### config.mk
export PLATFORM = sky130hd
export DESIGN_NAME = hsv_to_rgb_converter_flat
export DESIGN_NICKNAME = d
export VERILOG_FILES = /design/src/rtl/hsv_pkg.sv /design/src/rtl/hsv_in_if.sv /design/src/rtl/hsv_rgb_if.sv /design/src/rtl/hsv_to_rgb_converter.sv /design/src/rtl/hsv_sector.sv /design/src/rtl/hsv_lane.sv /design/src/flat_wrapper.sv
export SDC_FILE = /design/constraint.sdc
export NUM_CORES = 2
export LEC_CHECK = 0
export ABC_AREA = 1
export BUFFER_PORTS_ARGS = -buffer_cell sky130_fd_sc_hd__buf_4
export CAP_MARGIN = 20
export CORE_MARGIN = 3
export CORE_UTILIZATION = 55
export CTS_BUF_LIST = sky130_fd_sc_hd__clkbuf_8
export DETAILED_ROUTE_END_ITERATION = 10
export PLACE_DENSITY = 0.71
export SETUP_SLACK_MARGIN = 0.4
export SLEW_MARGIN = 20
export SYNTH_ARGS = -nofsm -noshare
export SYNTH_HDL_FRONTEND = slang
export SYNTH_SLANG_ARGS = --single-unit
### constraint.sdc
create_clock -name clk_i -period 13.7 [get_ports clk_i]
set_clock_uncertainty 0.15 [all_clocks]
set_input_delay 2.74 -clock clk_i [delete_from_list [all_inputs] [get_ports clk_i]]
set_output_delay 2.74 -clock clk_i [all_outputs]
set_load 0.01 [all_outputs]
### src/rtl/hsv_pkg.sv
// Package for the HSV to RGB converter: fixed-point constants, sector codes
// and the pipeline load struct. No dependencies.
package hsv_pkg;

  // Q0.16 components; one is 2^16 and needs a 17th bit
  localparam int unsigned CompW = 17;
  localparam logic [CompW-1:0] QOne = 17'h10000;

  localparam int unsigned ChanW = 8;
  localparam logic [ChanW-1:0] SatFull = 8'd255;

  // Product (one - c) * (255 - sat) is below 2^24
  localparam int unsigned ProdW = 24;

  // floor(x / 255) = (x * RecipMul) >> RecipShift, exact for x < 2^24
  localparam int unsigned RecipShift = 32;
  localparam int unsigned RecipW = 25;
  localparam logic [RecipW-1:0] RecipMul = 25'h1010102;
  localparam int unsigned RecipProdW = ProdW + RecipW;

  // Hue sectors, 60 degrees each
  typedef enum logic [2:0] {
    SEC_RED_GREEN_UP   = 3'd0,
    SEC_RED_DOWN       = 3'd1,
    SEC_GREEN_BLUE_UP  = 3'd2,
    SEC_GREEN_DOWN     = 3'd3,
    SEC_BLUE_RED_UP    = 3'd4,
    SEC_BLUE_DOWN      = 3'd5
  } sector_e;

  // Per-stage load strobes, one for each register stage
  typedef struct packed {
    logic load_sec;
    logic load_mul;
    logic load_div;
    logic load_sum;
    logic load_out;
  } pipe_ctrl_t;

endpackage

### src/rtl/hsv_in_if.sv
// Input channel of the HSV to RGB converter: valid/ready plus one HSV colour.
// Depends on hsv_pkg for the channel width.
interface hsv_in_if;
  logic                           valid;
  logic                           ready;
  logic [15:0]                    hue;
  logic [hsv_pkg::ChanW-1:0]      saturation;
  logic [hsv_pkg::ChanW-1:0]      brightness;

  modport source (output valid, output hue, output saturation, output brightness,
                  input ready);
  modport sink   (input valid, input hue, input saturation, input brightness,
                  output ready);
endinterface

### src/rtl/hsv_rgb_if.sv
// Output channel of the HSV to RGB converter: valid/ready plus one RGB triple.
// Depends on hsv_pkg for the channel width.
interface hsv_rgb_if;
  logic                      valid;
  logic                      ready;
  logic [hsv_pkg::ChanW-1:0] red;
  logic [hsv_pkg::ChanW-1:0] green;
  logic [hsv_pkg::ChanW-1:0] blue;

  modport source (output valid, output red, output green, output blue, input ready);
  modport sink   (input valid, input red, input green, input blue, output ready);
endinterface

### src/rtl/hsv_to_rgb_converter.sv
// HSV to RGB converter (hexcone), five-stage pipeline.
// Depends on hsv_pkg, hsv_in_if, hsv_rgb_if, hsv_sector and hsv_lane.
//
// Usage:
//   hsv_i  : sink channel, one request per colour: hue (Q0.16 fraction of the
//            circle, low HUE_BITS bits used), saturation and brightness (0..255).
//   rgb_o  : source channel, one red/green/blue triple per request, in order.
//   Order: an accepted request moves through the sector, product, divide, sum
//     and output registers; rgb_o.valid rises once it reaches the output stage.
//   Throughput: one request per cycle while rgb_o.ready is high; every stage is
//     a register stage with its own valid bit, and /255 is a reciprocal multiply.
//   Stall: when rgb_o.ready is low, stages fill from the output backwards;
//     hsv_i.ready drops only once all five stages hold a request. Empty
//     stages close up so bubbles are squeezed out. Nothing is dropped or
//     repeated.
//   Reset: rst_ni low clears all valid bits; the pipeline comes up empty and
//     ready. No configuration registers.
module hsv_to_rgb_converter #(
  parameter int unsigned HUE_BITS = 16
) (
  input  logic         clk_i,
  input  logic         rst_ni,
  hsv_in_if.sink       hsv_i,
  hsv_rgb_if.source    rgb_o
);

  localparam int unsigned NumStages = 5;

  logic [NumStages-1:0]      valid_q;
  logic [NumStages-1:0]      stage_rdy;
  logic [NumStages-1:0]      valid_in;
  hsv_pkg::pipe_ctrl_t       ctrl;

  logic [hsv_pkg::CompW-1:0] red_c, green_c, blue_c;
  logic [hsv_pkg::ChanW-1:0] sat_inv, val;

  // A stage can take a request when empty or when the next stage moves on
  always_comb begin
    stage_rdy[NumStages-1] = ~valid_q[NumStages-1] | rgb_o.ready;
    for (int k = NumStages - 2; k >= 0; k--) begin
      stage_rdy[k] = ~valid_q[k] | stage_rdy[k+1];
    end
  end

  assign valid_in = {valid_q[NumStages-2:0], hsv_i.valid};

  // Advance valid bits
  always_ff @(posedge clk_i or negedge rst_ni) begin
    if (!rst_ni) begin
      valid_q <= '0;
    end else begin
      for (int k = 0; k < NumStages; k++) begin
        if (stage_rdy[k]) begin
          valid_q[k] <= valid_in[k];
        end
      end
    end
  end

  // Load payload only when a valid request moves in
  assign ctrl.load_sec = stage_rdy[0] & valid_in[0];
  assign ctrl.load_mul = stage_rdy[1] & valid_in[1];
  assign ctrl.load_div = stage_rdy[2] & valid_in[2];
  assign ctrl.load_sum = stage_rdy[3] & valid_in[3];
  assign ctrl.load_out = stage_rdy[4] & valid_in[4];

  assign hsv_i.ready = stage_rdy[0];
  assign rgb_o.valid = valid_q[NumStages-1];

  hsv_sector #(
    .HUE_BITS (HUE_BITS)
  ) u_sector (
    .clk_i        (clk_i),
    .ctrl_i       (ctrl),
    .hue_i        (hsv_i.hue),
    .saturation_i (hsv_i.saturation),
    .brightness_i (hsv_i.brightness),
    .red_c_o      (red_c),
    .green_c_o    (green_c),
    .blue_c_o     (blue_c),
    .sat_inv_o    (sat_inv),
    .val_o        (val)
  );

  hsv_lane u_lane_red (
    .clk_i     (clk_i),
    .ctrl_i    (ctrl),
    .comp_i    (red_c),
    .sat_inv_i (sat_inv),
    .val_i     (val),
    .level_o   (rgb_o.red)
  );

  hsv_lane u_lane_green (
    .clk_i     (clk_i),
    .ctrl_i    (ctrl),
    .comp_i    (green_c),
    .sat_inv_i (sat_inv),
    .val_i     (val),
    .level_o   (rgb_o.green)
  );

  hsv_lane u_lane_blue (
    .clk_i     (clk_i),
    .ctrl_i    (ctrl),
    .comp_i    (blue_c),
    .sat_inv_i (sat_inv),
    .val_i     (val),
    .level_o   (rgb_o.blue)
  );

endmodule

### src/rtl/hsv_sector.sv
// First pipeline stage: splits the hue into sector and ramp and registers the
// three Q0.16 components, 255 - saturation and the brightness. Depends on hsv_pkg.
module hsv_sector #(
  parameter int unsigned HUE_BITS = 16
) (
  input  logic                              clk_i,
  input  hsv_pkg::pipe_ctrl_t               ctrl_i,
  input  logic [15:0]                       hue_i,
  input  logic [hsv_pkg::ChanW-1:0]         saturation_i,
  input  logic [hsv_pkg::ChanW-1:0]         brightness_i,
  output logic [hsv_pkg::CompW-1:0]         red_c_o,
  output logic [hsv_pkg::CompW-1:0]         green_c_o,
  output logic [hsv_pkg::CompW-1:0]         blue_c_o,
  output logic [hsv_pkg::ChanW-1:0]         sat_inv_o,
  output logic [hsv_pkg::ChanW-1:0]         val_o
);

  localparam int unsigned TW = HUE_BITS + 3;

  logic [HUE_BITS-1:0]        hue_w;
  logic [TW-1:0]              t_w;
  hsv_pkg::sector_e           sector_w;
  logic [hsv_pkg::CompW-1:0]  ramp_w;
  logic [hsv_pkg::CompW-1:0]  fall_w;
  logic [hsv_pkg::CompW-1:0]  red_d, green_d, blue_d;
  logic [hsv_pkg::CompW-1:0]  red_q, green_q, blue_q;
  logic [hsv_pkg::ChanW-1:0]  sat_inv_q, val_q;

  // Scale hue by six: integer part picks the sector, fraction is the ramp
  assign hue_w    = hue_i[HUE_BITS-1:0];
  assign t_w      = (TW'(hue_w) << 2) + (TW'(hue_w) << 1);
  assign sector_w = hsv_pkg::sector_e'(t_w[TW-1:HUE_BITS]);
  assign ramp_w   = hsv_pkg::CompW'(16'(t_w[HUE_BITS-1:0]) << (16 - HUE_BITS));
  assign fall_w   = hsv_pkg::QOne - ramp_w;

  // Select the component pattern for the sector
  always_comb begin
    red_d   = '0;
    green_d = '0;
    blue_d  = '0;
    case (sector_w)
      hsv_pkg::SEC_RED_GREEN_UP: begin
        red_d   = hsv_pkg::QOne;
        green_d = ramp_w;
      end
      hsv_pkg::SEC_RED_DOWN: begin
        red_d   = fall_w;
        green_d = hsv_pkg::QOne;
      end
      hsv_pkg::SEC_GREEN_BLUE_UP: begin
        green_d = hsv_pkg::QOne;
        blue_d  = ramp_w;
      end
      hsv_pkg::SEC_GREEN_DOWN: begin
        green_d = fall_w;
        blue_d  = hsv_pkg::QOne;
      end
      hsv_pkg::SEC_BLUE_RED_UP: begin
        red_d   = ramp_w;
        blue_d  = hsv_pkg::QOne;
      end
      default: begin
        red_d   = hsv_pkg::QOne;
        blue_d  = fall_w;
      end
    endcase
  end

  // Capture the stage when the pipeline advances
  always_ff @(posedge clk_i) begin
    if (ctrl_i.load_sec) begin
      red_q     <= red_d;
      green_q   <= green_d;
      blue_q    <= blue_d;
      sat_inv_q <= hsv_pkg::SatFull - saturation_i;
      val_q     <= brightness_i;
    end
  end

  assign red_c_o   = red_q;
  assign green_c_o = green_q;
  assign blue_c_o  = blue_q;
  assign sat_inv_o = sat_inv_q;
  assign val_o     = val_q;

endmodule

### src/rtl/hsv_lane.sv
// One colour lane, stages two to five: desaturation product, divide by 255
// through a reciprocal multiply, add back, brightness scale. Depends on hsv_pkg.
module hsv_lane (
  input  logic                      clk_i,
  input  hsv_pkg::pipe_ctrl_t       ctrl_i,
  input  logic [hsv_pkg::CompW-1:0] comp_i,
  input  logic [hsv_pkg::ChanW-1:0] sat_inv_i,
  input  logic [hsv_pkg::ChanW-1:0] val_i,
  output logic [hsv_pkg::ChanW-1:0] level_o
);

  logic [hsv_pkg::CompW-1:0]      gap_w;
  logic [hsv_pkg::ProdW-1:0]      prod_d, prod_q;
  logic [hsv_pkg::CompW-1:0]      comp2_q, comp3_q;
  logic [hsv_pkg::ChanW-1:0]      val2_q, val3_q, val4_q;
  logic [hsv_pkg::RecipProdW-1:0] recip_w;
  logic [hsv_pkg::CompW-1:0]      quot_q;
  logic [hsv_pkg::CompW-1:0]      sum_q;
  logic [hsv_pkg::CompW+hsv_pkg::ChanW-1:0] scale_w;
  logic [hsv_pkg::ChanW-1:0]      level_q;

  // Distance to one, times the saturation complement
  assign gap_w  = hsv_pkg::QOne - comp_i;
  assign prod_d = hsv_pkg::ProdW'(gap_w) * hsv_pkg::ProdW'(sat_inv_i);

  always_ff @(posedge clk_i) begin
    if (ctrl_i.load_mul) begin
      prod_q  <= prod_d;
      comp2_q <= comp_i;
      val2_q  <= val_i;
    end
  end

  // Divide by 255 with the reciprocal
  assign recip_w = hsv_pkg::RecipProdW'(prod_q) * hsv_pkg::RecipProdW'(hsv_pkg::RecipMul);

  always_ff @(posedge clk_i) begin
    if (ctrl_i.load_div) begin
      quot_q  <= recip_w[hsv_pkg::RecipShift +: hsv_pkg::CompW];
      comp3_q <= comp2_q;
      val3_q  <= val2_q;
    end
  end

  // Pull the component towards one
  always_ff @(posedge clk_i) begin
    if (ctrl_i.load_sum) begin
      sum_q  <= comp3_q + quot_q;
      val4_q <= val3_q;
    end
  end

  // Scale by brightness and keep the integer byte
  assign scale_w = (hsv_pkg::CompW + hsv_pkg::ChanW)'(sum_q) *
                   (hsv_pkg::CompW + hsv_pkg::ChanW)'(val4_q);

  always_ff @(posedge clk_i) begin
    if (ctrl_i.load_out) begin
      level_q <= scale_w[16 +: hsv_pkg::ChanW];
    end
  end

  assign level_o = level_q;

endmodule
### src/flat_wrapper.sv
// flat-port wrapper written by rule: the top's interface ports become plain ports
module hsv_to_rgb_converter_flat 
#(
  parameter int unsigned HUE_BITS = 16
)
  (clk_i, rst_ni, hsv_i_valid, hsv_i_hue, hsv_i_saturation, hsv_i_brightness, hsv_i_ready, rgb_o_valid, rgb_o_red, rgb_o_green, rgb_o_blue, rgb_o_ready);
  hsv_in_if hsv_i_i ();
  hsv_rgb_if rgb_o_i ();
  input  logic clk_i;
  input  logic rst_ni;
  input wire logic [$bits(hsv_i_i.valid)-1:0] hsv_i_valid;
  input wire logic [$bits(hsv_i_i.hue)-1:0] hsv_i_hue;
  input wire logic [$bits(hsv_i_i.saturation)-1:0] hsv_i_saturation;
  input wire logic [$bits(hsv_i_i.brightness)-1:0] hsv_i_brightness;
  output wire logic [$bits(hsv_i_i.ready)-1:0] hsv_i_ready;
  output wire logic [$bits(rgb_o_i.valid)-1:0] rgb_o_valid;
  output wire logic [$bits(rgb_o_i.red)-1:0] rgb_o_red;
  output wire logic [$bits(rgb_o_i.green)-1:0] rgb_o_green;
  output wire logic [$bits(rgb_o_i.blue)-1:0] rgb_o_blue;
  input wire logic [$bits(rgb_o_i.ready)-1:0] rgb_o_ready;
  assign hsv_i_i.valid = hsv_i_valid;
  assign hsv_i_i.hue = hsv_i_hue;
  assign hsv_i_i.saturation = hsv_i_saturation;
  assign hsv_i_i.brightness = hsv_i_brightness;
  assign hsv_i_ready = hsv_i_i.ready;
  assign rgb_o_valid = rgb_o_i.valid;
  assign rgb_o_red = rgb_o_i.red;
  assign rgb_o_green = rgb_o_i.green;
  assign rgb_o_blue = rgb_o_i.blue;
  assign rgb_o_i.ready = rgb_o_ready;
  hsv_to_rgb_converter #(.HUE_BITS(HUE_BITS)) u_core (.clk_i(clk_i), .rst_ni(rst_ni), .hsv_i(hsv_i_i), .rgb_o(rgb_o_i));
endmodule
==> impl_metrics.sql <==
INSERT INTO impl_metrics (metric_group, metric, value, unit) VALUES
('worst_setup_path', 'worstSetupPathType', 'in2out', ''),
('finish', 'layout.area.seq', '11500', 'um2'),
('synthesis', 'synth_enable_flop_cells', '379', ''),
('worst_setup_path', 'worst-endpoint-required', '10.81', 'ns'),
('synthesis', 'synth-seq-cells', '384', ''),
('clock_network', 'post_cts_resize_count', '0', ''),
('worst_setup_path', 'r2r-end', 'u_core.u_lane_green.prod_q[21]$_DFFE_PP_', ''),
('worst_setup_path', 'worst_setup_path_end_kind', 'output pin', ''),
('sta', 'timing.final.setup_violations', '0', ''),
('clock_network', 'post_cts_setup_repair_bufs', '0', ''),
('die', 'die-width', '316', 'um'),
('synthesis', 'synth_area_per_cell', '8.37', 'um2'),
('sta', 'fmax', '143', 'MHz'),
('worst_setup_path', 'path_depth_of_the_worst_reg2reg_path', '24', ''),
('finish', 'area_growth_syn_to_layout', '5.73', '%'),
('sta', 'max_slew.worst_pin.slew', '1.04', 'ns'),
('sta', 'period_minus_slack', '7.00', 'ns'),
('placement', 'place_congestion', '0.921', ''),
('sta', 'max_slew_margin', '30.1', '%'),
('clock_network', 'cts_tree', 'built', ''),
('sta', 'grt_setup_unrepaired', 'no', ''),
('worst_setup_path', 'critical_path.startpoint_type', 'input pin', ''),
('synthesis', 'syn-instance-count', '6334', ''),
('synthesis', 'synth-seq-area-share', '21.7', '%'),
('clock_network', 'postCtsHoldBufs', '0', ''),
('finish', 'total_number_of_nets_in_the_final_design', '7756', ''),
('clock_network', 'clk_root_buffer_cell', 'clkbuf_8', ''),
('grt', 'globalRouteOverflowTotal', '0', ''),
('hold_path', 'holdPathEnd', 'u_core.u_lane_green.comp3_q[6]$_DFFE_PP_', ''),
('die', 'chipHeight', '316', 'um'),
('clock_network', 'numCtsBuffers', '72', ''),
('grt', 'maximum_number_of_pins_on_one_net_before_global_route_repair', '78', ''),
('finish', 'multi_input_area', '35800', 'um2'),
('job', 'drv_cap', '0', ''),
('worst_setup_path', 'critPathMaxFanout', '3', ''),
('placement', 'placement.io_buffers', '61', ''),
('detailed_routing', 'drt_pass_1_iters', '8', ''),
('hold_path', 'hp-class', 'reg2reg', ''),
('sta', 'layout_setup_ws', '6.70', 'ns'),
('hold_path', 'hold_path.startpoint', 'u_core.u_lane_green.comp2_q[6]$_DFFE_PP_', ''),
('synthesis', 'mappedNetlistArea', '53000', 'um2'),
('worst_setup_path', 'cp_data_arrival_time', '4.11', 'ns'),
('sta', 'finalMaxSlewViolations', '0', ''),
('synthesis', 'synth_flop_cell', 'edfxtp_1', ''),
('detailed_routing', 'num_vias', '41100', ''),
('detailed_routing', 'routed_via_density', '5.35', ''),
('synthesis', 'synthesis.nets', '7733', ''),
('detailed_routing', 'antenna_violating_nets_post_route', '0', ''),
('synthesis', 'synth_warnings', '0', ''),
('detailed_routing', 'drt_wl_total', '123', 'mm'),
('sta', 'final_min_period_over_clock_period', '51.1', '%'),
('detailed_routing', 'detail_route.drc_violations', '0', ''),
('die', 'core_area', '95300', 'um2'),
('sta', 'totalNegativeSetupSlack', '0', 'ns'),
('placement', 'place.detailed.hpwl', '101', 'mm'),
('finish', 'drive_gt1_share', '4.35', '%'),
('grt', 'grt_pass1_wl', '206', 'mm'),
('clock_network', 'cts-root-to-sink-buffers', '3', ''),
('worst_setup_path', 'regToRegStartpoint', 'u_core.u_sector.green_c_o[1]$_SDFFCE_PN0P_', ''),
('clock_network', 'clock_tree.htree_level_count', '3', ''),
('clock_network', 'cts.sink_count', '384', ''),
('outcome', 'status', 'finished clean', ''),
('die', 'row_count', '113', ''),
('die', 'effective_utilization_at_floorplan', '55.6', '%'),
('detailed_routing', 'detailedRoute.firstIterationViolations', '2661', ''),
('die', 'die_area', '100000', 'um2'),
('grt', 'grt_pass1_vias', '41800', ''),
('synthesis', 'synth-async-reset-ratio', '1.30', '%'),
('hold_path', 'hold_depth', '0', ''),
('placement', 'preCtsSetupSlack', '6.69', 'ns'),
('detailed_routing', 'post_drt_wl_per_cell', '16.0', 'um'),
('clock_network', 'clock_transition_at_path_regs', '0.05', 'ns'),
('grt', 'track_usage', '25.3', '%'),
('finish', 'filler_cell_count', '8596', ''),
('grt', 'number_of_antenna_violations_at_the_first_check_in_global_routing', '2', ''),
('sta', 'hold_viol_final', '0', ''),
('synthesis', 'synthDistinctLibCells', '62', ''),
('worst_setup_path', 'setup_slack_of_the_most_critical_reg_to_reg_path', '7.54', 'ns'),
('clock_network', 'clock_latency_at_the_later_pin_of_the_worst_skew_pair', '0.68', 'ns'),
('die', 'io_pins', '62', '');
## worst max-delay path, cell delays in order
cell and delay (ns):
buf_4 0.10, nor2_1 0.15, inv_1 0.07, nor2_1 0.08, inv_1 0.06, nor2_1 0.08
inv_1 0.07, nor2_1 0.21, inv_1 0.08, nor2_1 0.21, inv_1 0.09, buf_4 0.15
## flip-flops by register name, indices dropped and copies added (netlist names), 16 cells and up
register and cells:
u_core.u_lane_red.prod_q 23, u_core.u_lane_blue.comp3_q 16, u_core.u_sector.green_c_o 16, u_core.u_lane_red.comp2_q 16, u_core.u_lane_green.comp2_q 16, u_core.u_sector.blue_c_o 16
u_core.u_sector.red_c_o 16, u_core.u_lane_red.comp3_q 16, u_core.u_lane_blue.sum_q 17, u_core.u_lane_green.sum_q 17, u_core.u_lane_green.quot_q 17, u_core.u_lane_blue.prod_q 23
u_core.u_lane_red.quot_q 17, u_core.u_lane_green.comp3_q 16, u_core.u_lane_red.sum_q 17, u_core.u_lane_blue.quot_q 17, u_core.u_lane_green.prod_q 23, u_core.u_lane_blue.comp2_q 16
## cells in the mapped netlist, drive strengths merged, types with 55 or more instances
cell type	number	share of area, %
inv	1371	9.7
nand2	1332	9.5
ha	804	19
nor2	583	4.3
fa	559	21
edfxtp	379	21
a21oi	276	2.7
nand3	184	1.8
o21ai	184	1.8
clkbuf	120	0.93
xor2	120	2.0
xnor2	57	1.0
nor3	55	0.56
## layer usage
layer / global-route usage, % / vias up / wire [um]
met5: 0 / - / 0
met2: 41.6 / 1150 / 56900
li1: - / 20000 / -
met3: 3.86 / 200 / 7660
met4: 7.13 / 0 / 3020
met1: 34.9 / 19700 / 55300
## cell type report
| class | instances | share of cell area (%) |
|---|---|---|
| Tap cell | 1265 | 2.82 |
| Antenna cell | 2 | 0.00893 |
| Timing Repair Buffer | 87 | 1.17 |
| Clock buffer | 72 | 1.77 |
| Sequential cell | 384 | 20.5 |
| Inverter | 1377 | 9.23 |
| Clock inverter | 57 | 0.683 |
| Multi-Input combinational cell | 4435 | 63.8 |
## cells by family after synthesis
| group | count (synthesis) | share of synthesized area (%) |
|---|---|---|
| AOI/OAI and AO/OA | 640 | 6.91 |
| adders and majority gates | 1363 | 40.1 |
| xor gates and xnor gates | 177 | 3.02 |
| buffers and inverters | 1515 | 10.9 |
| DFF | 384 | 21.7 |
| and+or+nand+nor | 2255 | 17.4 |
## metrics by stage
step                cell area [um2]  hold WS (ns)  utilization (%)  cells
floorplan                     53000         0.250                -   6334
global placement              54700         0.252             57.4   7548
detailed placement            54700         0.255             57.4   7548
CTS                           56100         0.253             58.8   7677
global route                  56100         0.260             58.8   7679
finish                        56100         0.255             58.8   7679
## how the worst max path moves through the flow
stage	startpoint	end	slack, ns
final	rgb_o_ready	hsv_i_ready	6.70
after detailed placement	rgb_o_ready	hsv_i_ready	6.69
after CTS	rgb_o_ready	hsv_i_ready	6.69
after global routing	rgb_o_ready	hsv_i_ready	6.51
after global placement	rgb_o_ready	hsv_i_ready	6.58
after floorplan	rgb_o_ready	u_core.u_lane_blue.comp2_q[10]$_DFFE_PP_	4.60
## cells in the final DEF (no fill, tap or decap), types with 16 or more instances in the layout
| cell type | count |
|---|---|
| a21o_1 | 40 |
| a21oi_1 | 270 |
| a31oi_1 | 35 |
| buf_4 | 87 |
| clkbuf_8 | 72 |
| clkinv_1 | 21 |
| edfxtp_1 | 379 |
| fa_1 | 559 |
| ha_1 | 804 |
| inv_1 | 1371 |
| nand2_1 | 1312 |
| nand2_2 | 18 |
| nand3_1 | 178 |
| nand4_1 | 47 |
| nor2_1 | 568 |
| nor3_1 | 52 |
| nor4_1 | 18 |
| o21a_1 | 16 |
| o21ai_0 | 166 |
| o21bai_1 | 19 |
| o22ai_1 | 17 |
| o31ai_1 | 17 |
| xnor2_1 | 54 |
| xor2_1 | 118 |
Power is not shown: default switching activity piles up to over one toggle a cycle in this logic, so the estimate is an artifact.
